<file path="config.mk">
export PLATFORM = sky130hd
export DESIGN_NAME = move_to_front_search_list_top
export DESIGN_NICKNAME = d
export VERILOG_FILES = /design/src/hw/rtl/mtfl_pkg.sv /design/src/hw/rtl/mtfl_cell.sv /design/src/hw/rtl/mtfl_ctrl.sv /design/src/hw/rtl/move_to_front_search_list_top.sv
export SDC_FILE = /design/constraint.sdc
export NUM_CORES = 1
export LEC_CHECK = 0
export BUFFER_PORTS_ARGS = -buffer_cell sky130_fd_sc_hd__buf_2
export CORE_MARGIN = 3
export CORE_UTILIZATION = 62
export CTS_CLUSTER_SIZE = 30
export DETAILED_ROUTE_END_ITERATION = 10
export GPL_ROUTABILITY_DRIVEN = 0
export PLACE_DENSITY = 0.77
export SLEW_MARGIN = 0
export SYNTH_ARGS = -nofsm -noshare
export SYNTH_HDL_FRONTEND = slang
export SYNTH_SLANG_ARGS = --single-unit
</file>
<file path="constraint.sdc">
create_clock -name clk_i -period 3.4 [get_ports clk_i]
set_input_delay 0.68 -clock clk_i [delete_from_list [all_inputs] [get_ports clk_i]]
set_output_delay 0.68 -clock clk_i [all_outputs]
set_load 0.005 [all_outputs]
</file>
<file path="src/hw/rtl/mtfl_pkg.sv">
// Package for the move-to-front search list: widths, codes and shared structs.
`timescale 1ns / 1ps

package mtfl_pkg;

  localparam int unsigned DATA_W       = 32;
  localparam int unsigned STATUS_W     = 3;
  localparam int unsigned CAPACITY_DEF = 16;

  // Request kinds
  localparam logic REQ_APPEND = 1'b0;
  localparam logic REQ_SEARCH = 1'b1;

  typedef enum logic [STATUS_W-1:0] {
    ST_APPENDED = 3'd0,
    ST_FULL     = 3'd1,
    ST_FOUND    = 3'd2,
    ST_MISS     = 3'd3,
    ST_ZERO     = 3'd4
  } status_e;

  typedef enum logic [1:0] {
    S_IDLE,
    S_SCAN,
    S_SHIFT
  } state_e;

  // Broadcast from the controller to every cell
  typedef struct packed {
    logic              append;
    logic              start;
    logic              shift;
    logic              clear;
    logic [DATA_W-1:0] key;
    logic [DATA_W-1:0] wdata;
  } cmd_t;

  // Report from one cell while the probe sits on it
  typedef struct packed {
    logic hit;
    logic miss;
  } cell_stat_t;

endpackage

</file>
<file path="src/hw/rtl/mtfl_cell.sv">
// One list cell: holds an entry, compares it with the probe and shifts on move-to-front.
`timescale 1ns / 1ps

module mtfl_cell (
  input  logic                          clk_i,
  input  logic                          rst_ni,
  input  mtfl_pkg::cmd_t                cmd_i,
  input  logic [mtfl_pkg::DATA_W-1:0]   prev_entry_i,
  input  logic                          prev_valid_i,
  input  logic                          probe_i,
  output logic                          probe_o,
  output logic [mtfl_pkg::DATA_W-1:0]   entry_o,
  output logic                          valid_o,
  output mtfl_pkg::cell_stat_t          stat_o
);

  logic [mtfl_pkg::DATA_W-1:0] entry_q, entry_d;
  logic valid_q, valid_d;
  logic probe_q;
  logic mark_q, mark_d;
  logic match;
  logic take_append;

  // Compare the stored entry with the search key
  assign match   = valid_q && (entry_q == cmd_i.key);
  assign probe_o = probe_q && valid_q && !match;

  assign stat_o.hit  = probe_q && match;
  assign stat_o.miss = probe_q && !valid_q;

  // Append lands in the first empty cell
  assign take_append = cmd_i.append && prev_valid_i && !valid_q;

  always_comb begin
    valid_d = valid_q | take_append;
    entry_d = entry_q;
    if (take_append) begin
      entry_d = cmd_i.wdata;
    end else if (cmd_i.shift && mark_q) begin
      entry_d = prev_entry_i;
    end
  end

  // Mark every cell the probe has passed; drop marks after shift or miss
  always_comb begin
    if (cmd_i.shift || cmd_i.clear) begin
      mark_d = 1'b0;
    end else begin
      mark_d = mark_q | probe_q;
    end
  end

  always_ff @(posedge clk_i or negedge rst_ni) begin
    if (!rst_ni) begin
      valid_q <= 1'b0;
      probe_q <= 1'b0;
      mark_q  <= 1'b0;
    end else begin
      valid_q <= valid_d;
      probe_q <= probe_i;
      mark_q  <= mark_d;
    end
  end

  always_ff @(posedge clk_i) begin
    entry_q <= entry_d;
  end

  assign entry_o = entry_q;
  assign valid_o = valid_q;

endmodule

</file>
<file path="src/hw/rtl/mtfl_ctrl.sv">
// Controller: request handshake, search sequencing and the result register.
`timescale 1ns / 1ps

module mtfl_ctrl (
  input  logic                          clk_i,
  input  logic                          rst_ni,
  input  logic                          in_valid_i,
  output logic                          in_ready_o,
  input  logic                          req_type_i,
  input  logic [mtfl_pkg::DATA_W-1:0]   value_i,
  output logic                          out_valid_o,
  input  logic                          out_ready_i,
  output logic [mtfl_pkg::STATUS_W-1:0] status_o,
  input  logic                          full_i,
  input  logic                          hit_i,
  input  logic                          miss_i,
  output mtfl_pkg::cmd_t                cmd_o
);

  mtfl_pkg::state_e state_q, state_d;
  mtfl_pkg::status_e status_q, status_d;
  logic out_valid_q, out_valid_d;
  logic out_load;
  logic [mtfl_pkg::DATA_W-1:0] key_q;
  logic accept;
  logic is_zero;

  assign in_ready_o = (state_q == mtfl_pkg::S_IDLE) && (!out_valid_q || out_ready_i);
  assign accept     = in_valid_i && in_ready_o;
  assign is_zero    = (value_i == '0);

  // Next state
  always_comb begin
    state_d = state_q;
    case (state_q)
      mtfl_pkg::S_IDLE: begin
        if (accept && !is_zero && req_type_i == mtfl_pkg::REQ_SEARCH) begin
          state_d = mtfl_pkg::S_SCAN;
        end
      end
      mtfl_pkg::S_SCAN: begin
        if (hit_i) begin
          state_d = mtfl_pkg::S_SHIFT;
        end else if (miss_i) begin
          state_d = mtfl_pkg::S_IDLE;
        end
      end
      mtfl_pkg::S_SHIFT: begin
        state_d = mtfl_pkg::S_IDLE;
      end
      default: begin
        state_d = mtfl_pkg::S_IDLE;
      end
    endcase
  end

  // Outputs: cell commands and result load
  always_comb begin
    cmd_o.append = 1'b0;
    cmd_o.start  = 1'b0;
    cmd_o.shift  = 1'b0;
    cmd_o.clear  = 1'b0;
    cmd_o.key    = key_q;
    cmd_o.wdata  = value_i;
    out_load     = 1'b0;
    status_d     = status_q;
    case (state_q)
      mtfl_pkg::S_IDLE: begin
        if (accept) begin
          if (is_zero) begin
            out_load = 1'b1;
            status_d = mtfl_pkg::ST_ZERO;
          end else if (req_type_i == mtfl_pkg::REQ_APPEND) begin
            out_load     = 1'b1;
            cmd_o.append = !full_i;
            status_d     = full_i ? mtfl_pkg::ST_FULL : mtfl_pkg::ST_APPENDED;
          end else begin
            cmd_o.start = 1'b1;
          end
        end
      end
      mtfl_pkg::S_SCAN: begin
        if (!hit_i && miss_i) begin
          cmd_o.clear = 1'b1;
          out_load    = 1'b1;
          status_d    = mtfl_pkg::ST_MISS;
        end
      end
      mtfl_pkg::S_SHIFT: begin
        cmd_o.shift = 1'b1;
        out_load    = 1'b1;
        status_d    = mtfl_pkg::ST_FOUND;
      end
      default: begin
        cmd_o.clear = 1'b1;
      end
    endcase
  end

  // Hold the result until the transaction completes
  assign out_valid_d = out_load || (out_valid_q && !out_ready_i);

  always_ff @(posedge clk_i or negedge rst_ni) begin
    if (!rst_ni) begin
      state_q     <= mtfl_pkg::S_IDLE;
      out_valid_q <= 1'b0;
    end else begin
      state_q     <= state_d;
      out_valid_q <= out_valid_d;
    end
  end

  always_ff @(posedge clk_i) begin
    if (out_load) begin
      status_q <= status_d;
    end
    if (cmd_o.start) begin
      key_q <= value_i;
    end
  end

  assign out_valid_o = out_valid_q;
  assign status_o    = status_q;

endmodule

</file>
<file path="src/hw/rtl/move_to_front_search_list_top.sv">
// Top level of the move-to-front search list: controller and the row of cells.
`timescale 1ns / 1ps

// Ordered list of up to CAPACITY nonzero 32-bit values held in a row of cells, head in
// cell 0. An append or a zero value is handled in the cycle it is taken, and its status
// is ready the next cycle. A search sends a probe down the row one cell per cycle; a
// match at position h goes through the accept cycle and the probe steps up to cell h,
// then the S_SHIFT state, in which cells 0..h shift back by one and the key lands in
// cell 0. A miss ends once the probe walk reaches the first empty cell, or, on a full
// list, once the probe leaves the tail cell. One result per request; a finished result
// waits in an output register, and the next request is taken only once that register
// is empty or being read in the same cycle.
module move_to_front_search_list_top #(
  parameter int unsigned CAPACITY = mtfl_pkg::CAPACITY_DEF
) (
  input  logic                          clk_i,
  input  logic                          rst_ni,
  input  logic                          in_valid_i,
  output logic                          in_ready_o,
  input  logic                          req_type_i,
  input  logic [mtfl_pkg::DATA_W-1:0]   value_i,
  output logic                          out_valid_o,
  input  logic                          out_ready_i,
  output logic [mtfl_pkg::STATUS_W-1:0] status_o
);

  mtfl_pkg::cmd_t cmd;
  logic [mtfl_pkg::DATA_W-1:0] entry   [CAPACITY];
  logic [CAPACITY-1:0]         valid;
  logic [CAPACITY-1:0]         probe;
  logic [CAPACITY-1:0]         hit_vec;
  logic [CAPACITY-1:0]         miss_vec;
  mtfl_pkg::cell_stat_t        stat    [CAPACITY];
  logic hit_any, miss_any;

  mtfl_ctrl u_ctrl (
    .clk_i       (clk_i),
    .rst_ni      (rst_ni),
    .in_valid_i  (in_valid_i),
    .in_ready_o  (in_ready_o),
    .req_type_i  (req_type_i),
    .value_i     (value_i),
    .out_valid_o (out_valid_o),
    .out_ready_i (out_ready_i),
    .status_o    (status_o),
    .full_i      (valid[CAPACITY-1]),
    .hit_i       (hit_any),
    .miss_i      (miss_any),
    .cmd_o       (cmd)
  );

  // Chain the cells: cell 0 takes the key and the start pulse from the controller
  for (genvar i = 0; i < CAPACITY; i++) begin : g_cell
    logic [mtfl_pkg::DATA_W-1:0] prev_entry;
    logic                        prev_valid;
    logic                        probe_in;

    if (i == 0) begin : g_head
      assign prev_entry = cmd.key;
      assign prev_valid = 1'b1;
      assign probe_in   = cmd.start;
    end else begin : g_body
      assign prev_entry = entry[i-1];
      assign prev_valid = valid[i-1];
      assign probe_in   = probe[i-1];
    end

    mtfl_cell u_cell (
      .clk_i        (clk_i),
      .rst_ni       (rst_ni),
      .cmd_i        (cmd),
      .prev_entry_i (prev_entry),
      .prev_valid_i (prev_valid),
      .probe_i      (probe_in),
      .probe_o      (probe[i]),
      .entry_o      (entry[i]),
      .valid_o      (valid[i]),
      .stat_o       (stat[i])
    );

    assign hit_vec[i]  = stat[i].hit;
    assign miss_vec[i] = stat[i].miss;
  end

  // A probe that walks off the tail is a miss too
  assign hit_any  = |hit_vec;
  assign miss_any = (|miss_vec) || probe[CAPACITY-1];

  // At most one probe is in flight
  a_probe_onehot: assert property (@(posedge clk_i) disable iff (!rst_ni)
    $onehot0(hit_vec | miss_vec))
    else $error("more than one cell holds the probe");

  // A probe cannot both hit and miss
  a_hit_miss_excl: assert property (@(posedge clk_i) disable iff (!rst_ni)
    !(hit_any && miss_any))
    else $error("hit and miss reported together");

  // No request is taken while a search is in progress
  a_busy_scan: assert property (@(posedge clk_i) disable iff (!rst_ni)
    (|(hit_vec | miss_vec)) |-> !in_ready_o)
    else $error("request taken during a search");

  // Occupied cells form a contiguous run from the head
  a_occ_contig: assert property (@(posedge clk_i) disable iff (!rst_ni)
    (valid & (valid + CAPACITY'(1))) == '0)
    else $error("occupied cells not contiguous from the head");

  // A new search starts only once the result register is free
  a_start_clear: assert property (@(posedge clk_i) disable iff (!rst_ni)
    cmd.start |=> !out_valid_o)
    else $error("search started with a result still pending");

endmodule
</file>
==> impl_metrics.yaml, run 1 <==
clock_tree:
  path_clk_slew_ns: 0.06
  root_buffer: "clkbuf_16"
  clk_path_buf_depth: 3
  clk_latency_ns: 0.66
  post_cts_buffers: 0
  cts_made_buffers: 61
  cts_num_sinks: 598
  cts_tree: "built"
  cts.htree.levels: 2
yosys:
  synth_fp_nets: 2305
  synth_top_cell_by_area: "edfxtp_1"
  syn-instance-count: 2263
  ys_seq_elements: 598
  synth_most_common_cell: "edfxtp_1"
  ys_top_cells_by_area: "edfxtp_1 (52%), mux2_2 (18%), xnor2_1 (13%), dfrtp_1 (4.0%), nand4_1 (2.1%)"
  synthesis.area_sq_um: 31700
  synth_area_per_cell_sq_um: 14.0
  synth_flop_cell: "edfxtp_1"
  seq_area_frac_synth_pct: 55.8
  yosys-top-cells-count: "edfxtp_1 (547), mux2_2 (503), xnor2_1 (455), nand4_1 (108), nand2_1 (74)"
  synth_edf_count: 547
  ys_types: 56
  ys_warn_count: 0
  synth_top_area_share_pct: 51.8
  async_flop_share_pct: 8.53
timing:
  fmax_mhz: 320
  setup_tns_ns: 0
  maxSlewHeadroom_pct: 45.9
  fin_ws_ns: 0.277
  rsz0062_at_grt: "false"
  final.setup_skew_ns: 0.0314
  worstMarginPinSlew_ns: 0.805
  fin_crit_sh_pct: 91.8
  setup_viol: 0
  drv_slew: 0
  hold_violations: 0
  final.min_clock_period_ns: 3.12
floorplanning:
  dieArea_sq_um: 53900
  ioPinCount: 42
  initial_core_util_pct: 63.0
  fp-row-count: 82
  die_y_microns: 232
  core_sq_um: 50400
  die_w_microns: 232
pwr:
  p_sw_mw: 3.19
  swShare_pct: 21.2
  p_leak_nw: 11.9
  power_frac_comb_pct: 2.0
  power_frac_clock_pct: 45.4
  power.density_nw_per_um2: 424
  sequentialPowerShare_pct: 52.7
  power.internal_mw: 11.8
  ir_worst_vdd_uv: 435
route:
  drtIter0Drc: 2894
  num_vias: 20700
  dr.pass1.iters: 5
  via_per_inst: 6.72
  drc: 0
  wl_per_cell_microns: 32.6
  routed_wl_mm: 101
  ant_nets: 0
global_route:
  grt_usage_pct: 37.4
  grt_start_max_net_pins: 35
  grt_pass1_wl_mm: 144
  antenna_found_initial: 4
  grt_pass1_vias: 21000
  grt_overflow: 0
setup_path:
  worstSetupPathType: "reg2reg"
  crit_start: "u_ctrl.key_q[25]"
  cp.required_ns: 3.70
  endpoint_kind: "flip-flop"
  r2r_start: "u_ctrl.key_q[25]"
  ff2ff_setup_slack_ns: 0.28
  critPathLaunchType: "flip-flop"
  crit_arrival_ns: 3.42
  path_max_fanout: 10
final_layout:
  area_growth_pct: 11.7
  instances_no_fill: 3084
  final_nets: 2401
  drive_above_1_share_pct: 33.3
worst_hold_path:
  min_from: "out_ready_i"
  min_path_type: "in2reg"
placement:
  portBuffers: 41
  hpwl_mm: 66.5
  pre_cts_ws_ns: -0.263
  placedCellCount: 2967
outcome:
  run_status: "finished clean"
flow_run:
  maxCapViolCount: 0
through the flow:
stage	power, mW	util, %	area [sq um]	hold slack (ns)
floorplan	8.12	-	31700	0.384
global placement	8.34	66.3	33400	0.496
detailed placement	8.35	66.3	33400	0.504
CTS	15.0	70.3	35400	0.331
global route	15.3	70.3	35400	0.371
finish	15.0	70.3	35400	0.356
worst max-delay path, stage by stage (launching register included):
cell and delay, ns:
edfxtp_1 0.41, buf_4 0.25, inv_1 0.33, a22oi_1 0.19
and3_1 0.20, nand4_1 0.09, nand4_1 0.18, nor4_4 0.39
buf_4 0.19, nand2b_1 0.08, a221oi_1 0.45
state kept, by name, indices dropped and copies added (netlist names):
signal	count
u_ctrl.key_q	32
u_ctrl.out_valid_o	1
u_ctrl.status_o	3
g_cell.u_cell.valid_o	16
g_cell.u_cell.entry_o	512
g_cell.u_cell.mark_q	16
g_cell.u_cell.probe_q	16
u_ctrl.state_q	2
power groups by stage:
| stage | combinational, mW | sequential, mW | clock [mW] |
|---|---|---|---|
| after floorplan | 0.0464 | 8.07 | 0 |
| after global placement | 0.271 | 8.07 | 0 |
| after detailed placement | 0.276 | 8.07 | 0 |
| after CTS | 0.278 | 7.92 | 6.85 |
| after global routing | 0.290 | 7.91 | 7.12 |
| final | 0.296 | 7.91 | 6.82 |
routing by layer:
layer	track usage, %	up-vias	wire length [microns]
met4	22.7	0	7180
met1	47.7	10400	36300
li1	-	8564	-
met3	9.05	383	11300
met5	0	-	0
met2	58.1	1433	45800
final cells by class:
cell class	instances	area, sq um
Clock inverter	23	240
Antenna cell	1	2.50
Sequential cell	598	17700
Timing Repair Buffer	190	1900
Clock buffer	92	1760
Inverter	43	161
Tap cell	672	841
Multi-Input combinational cell	1465	12800
Fill cell	3405	15000
cells in the final DEF (no fill, tap or decap), types with 9 or more instances in the layout:
cell / Yosys / routed
nand2b_1: 26 / 26
clkbuf_1: 44 / 20
nand4_1: 108 / 108
nor2_1: 28 / 28
inv_1: 39 / 39
nand2_1: 74 / 74
nor2b_1: 12 / 11
nand3b_1: 11 / 11
xor2_1: 16 / 16
clkinv_2: 0 / 9
buf_2: 46 / 41
clkbuf_8: 0 / 10
a21o_1: 11 / 11
nor4_1: 44 / 43
nand3_1: 45 / 45
dfrtp_1: 51 / 51
clkbuf_16: 0 / 62
nor3_1: 19 / 19
xnor2_1: 455 / 455
mux2_2: 503 / 503
buf_4: 23 / 102
nor4_2: 11 / 11
edfxtp_1: 547 / 547
o21ai_0: 18 / 18
and3_1: 15 / 15
buf_12: 2 / 46
cell families (layout without fill, tap and decap cells):
| logic type | count (synthesis) | count (layout) | share of synthesized area, % |
|---|---|---|---|
| simple gates | 408 | 408 | 7.39 |
| fa+ha+maj | 5 | 5 | 0.197 |
| xor+xnor | 472 | 472 | 13.1 |
| buf+inv | 200 | 348 | 3.89 |
| other cells | 0 | 1 | 0 |
| compound gates | 77 | 77 | 1.81 |
| flops | 598 | 598 | 55.8 |
| mux | 503 | 503 | 17.9 |
timing repair:
action / 4_1_cts / 5_1_grt
hold endpoints to repair: 4 / 0
resized for setup: 0 / 1
hold buffers: 1 / 0
setup endpoints to repair: 0 / 9
path summary, 6_finish.rpt:
kind	endpoint	depth (start not counted)
worst max-delay path	u_ctrl.status_o[1]	10
worst min-delay path	u_ctrl.out_valid_o	3
worst max register to register	u_ctrl.status_o[1]	10
worst min register to register	g_cell[14].u_cell.valid_o	2
max in group asynchronous	g_cell[10].u_cell.probe_q	3
min in group asynchronous	u_ctrl.out_valid_o	2
(Power assumes the default switching activity.)
==> inputs of run 2 (changes only) <==
--- a/config.mk
+++ b/config.mk
@@ -13,3 +13,4 @@
 export GPL_ROUTABILITY_DRIVEN = 0
-export PLACE_DENSITY = 0.77
+export PLACE_DENSITY_LB_ADDON = 0.12
+export SETUP_SLACK_MARGIN = 0.5
 export SLEW_MARGIN = 0
==> constraint.sdc (replaced) <==
create_clock -name clk_i -period 3.4 [get_ports clk_i]
set_input_delay 0.17 -clock clk_i [delete_from_list [all_inputs] [get_ports clk_i]]
set_output_delay 0.17 -clock clk_i [all_outputs]
set_load 0.005 [all_outputs]
==> run 2 against run 1 <==
Sequential share of layout area decreased by 0.63 points. Clock skew decreased by 0.0093 ns. Combinational power about the same. Wire length increased by 5.5%. First-iteration DRC count increased by 4.3%. Global-route usage increased by 1.6 points. Worst hold slack got worse by 0.29 ns. Clock power increased by 2%. Via count increased by 1.7%. Fmax increased by 7.2%.
==> impl_metrics.yaml, run 2 (same netlist as run 1, synthesis figures left out) <==
clock_tree:
  clk_latency_ns: 0.61
  cts.htree.levels: 3
  clk_path_buf_depth: 3
  path_clk_slew_ns: 0.06
  cts_made_buffers: 66
  root_buffer: "clkbuf_16"
  cts_tree: "built"
  cts_num_sinks: 598
setup_path:
  critical_path.most_common_cell: "nand4_1"
  crit_arrival_ns: 3.20
  critPathLaunchType: "flip-flop"
  cp.required_ns: 3.69
  crit_chain: "buf_12, buf_4, xnor2_1, nand4_1, nor4_2, nand3_1, nand4_1, nor4_4, nand2b_1, a221oi_4"
  worstSetupPathType: "reg2reg"
  endpoint_kind: "flip-flop"
  crit_buf_inv: 2
  critPathMaxStageDelay_ns: 0.53
  path_max_fanout: 6
  slowest_stage: "edfxtp_1"
  critPathTopFamily: "simple AND/OR/NAND/NOR gates"
global_route:
  grt_overflow: 0
  grt_pass1_vias: 20800
  grt_pass1_wl_mm: 149
  grt_usage_pct: 39.0
  grt_start_max_net_pins: 40
  antenna_found_initial: 3
worst_hold_path:
  min_path_type: "in2reg"
flow_run:
  maxCapViolCount: 0
timing:
  setup_viol: 0
  drv_slew: 0
  hold_violations: 0
  final.min_clock_period_ns: 2.91
  worstMarginPinSlew_ns: 0.987
  setup_tns_ns: 0
  rsz0062_at_grt: "true"
  fmax_mhz: 343
  maxSlewHeadroom_pct: 34.2
  final.setup_skew_ns: 0.0221
  fin_crit_sh_pct: 85.7
final_layout:
  fin_util_pct: 71.2
  drive_above_1_share_pct: 34.5
  final_cell_mix: "edfxtp_1 (547), mux2_2 (503), xnor2_1 (451)"
  largest_register_ffs: 512
  area_growth_pct: 13.1
  fill_cells: 3419
  final_nets: 2409
  layout_commonest_cell: "edfxtp_1"
  diodes: 0
pwr:
  p_total_mw: 15.2
  ir_worst_vdd_uv: 440
  power.density_nw_per_um2: 422
  p_leak_nw: 12.0
floorplanning:
  fp-row-count: 82
  die_w_microns: 232
  ioPinCount: 42
  die_y_microns: 232
  core_sq_um: 50400
  dieArea_sq_um: 53900
  initial_core_util_pct: 63.0
route:
  via_per_inst: 6.83
  dr.pass1.iters: 5
  num_vias: 21100
  drtIter0Drc: 3017
  ant_nets: 0
  wl_per_cell_microns: 34.4
  drc: 0
  routed_wl_mm: 106
placement:
  portBuffers: 41
  hpwl_mm: 68.7
outcome:
  run_status: "finished clean"
==> run 2: changes by cell type in the layout (fill, tap and decap cells not counted), sizes merged <==
| cell | before | now |
|---|---|---|
| clkinv | 17 | 19 |
| dlygate4sd3 | 1 | 2 |
| buf | 189 | 185 |
| bufinv | 4 | 3 |
| diode | 1 | 0 |
| clkinvlp | 1 | 2 |
| inv | 44 | 45 |
| clkbuf | 92 | 96 |
==> run 2: final timing paths <==
kind | depth (start not counted) | startpoint | slack (ns) | to
worst max-delay path | 10 | u_ctrl.key_q[16] | 0.49 | u_ctrl.status_o[1]
min in group asynchronous | 2 | rst_ni | 0.28 | g_cell[15].u_cell.mark_q
worst min-delay path | 3 | in_valid_i | 0.06 | u_ctrl.status_o[0]
max in group asynchronous | 3 | rst_ni | 2.34 | g_cell[10].u_cell.probe_q
worst max register to register | 10 | u_ctrl.key_q[16] | 0.49 | u_ctrl.status_o[1]
worst min register to register | 1 | g_cell[10].u_cell.valid_o | 0.51 | g_cell[11].u_cell.valid_o
==> run 2: stage by stage <==
stage          hold slack (ns)  worst slack [ns]  cell area (sq um)  cells
3_5_place_dp             0.367             0.202              33100   2955
3_3_place_gp             0.367             0.305              33100   2955
5_1_grt                 0.0812             0.392              35900   3087
2_1_floorplan           -0.126             0.529              31700   2263
6_report                0.0634             0.486              35900   3087
4_1_cts                 0.0144             0.491              35300   3075
==> run 2: tightest hold or removal path, stage by stage <==
cell	delay, ns
buf_2	0.10
nand3_1	0.12
a221oi_4	0.10
==> run 2: per-layer routing <==
layer	track usage [%]	share of wire, %	wire [microns]
met1	51.3	36	38300
met2	60.3	45	48200
met3	8.40	11	11700
met4	22.4	7.5	7990
met5	0	0	0
==> run 2: cell type report <==
type                            count  area (sq um)  share of cell area (%)
Inverter                           43           161                   0.450
Tap cell                          672           841                    2.34
Multi-Input combinational cell   1465         13100                    36.6
Clock inverter                     26           201                   0.562
Clock buffer                       90          1840                    5.12
Sequential cell                   598         17700                    49.3
Timing Repair Buffer              193          1990                    5.54
==> run 2: power by group <==
part | internal (mW) | switching, mW
registers | 7.92 | 0
clock network | 4.00 | 2.94
logic | 0.0490 | 0.248
==> run 2: what timing repair did <==
item | 4_1_cts | 5_1_grt
hold buffers | 2 | 0
setup buffers | 2 | 7
setup endpoints to repair | 263 | 464
pin swaps | 4 | 28
endpoints found under the hold margin | 38 | 0
cloned | 0 | 5
gates resized for setup | 23 | 71
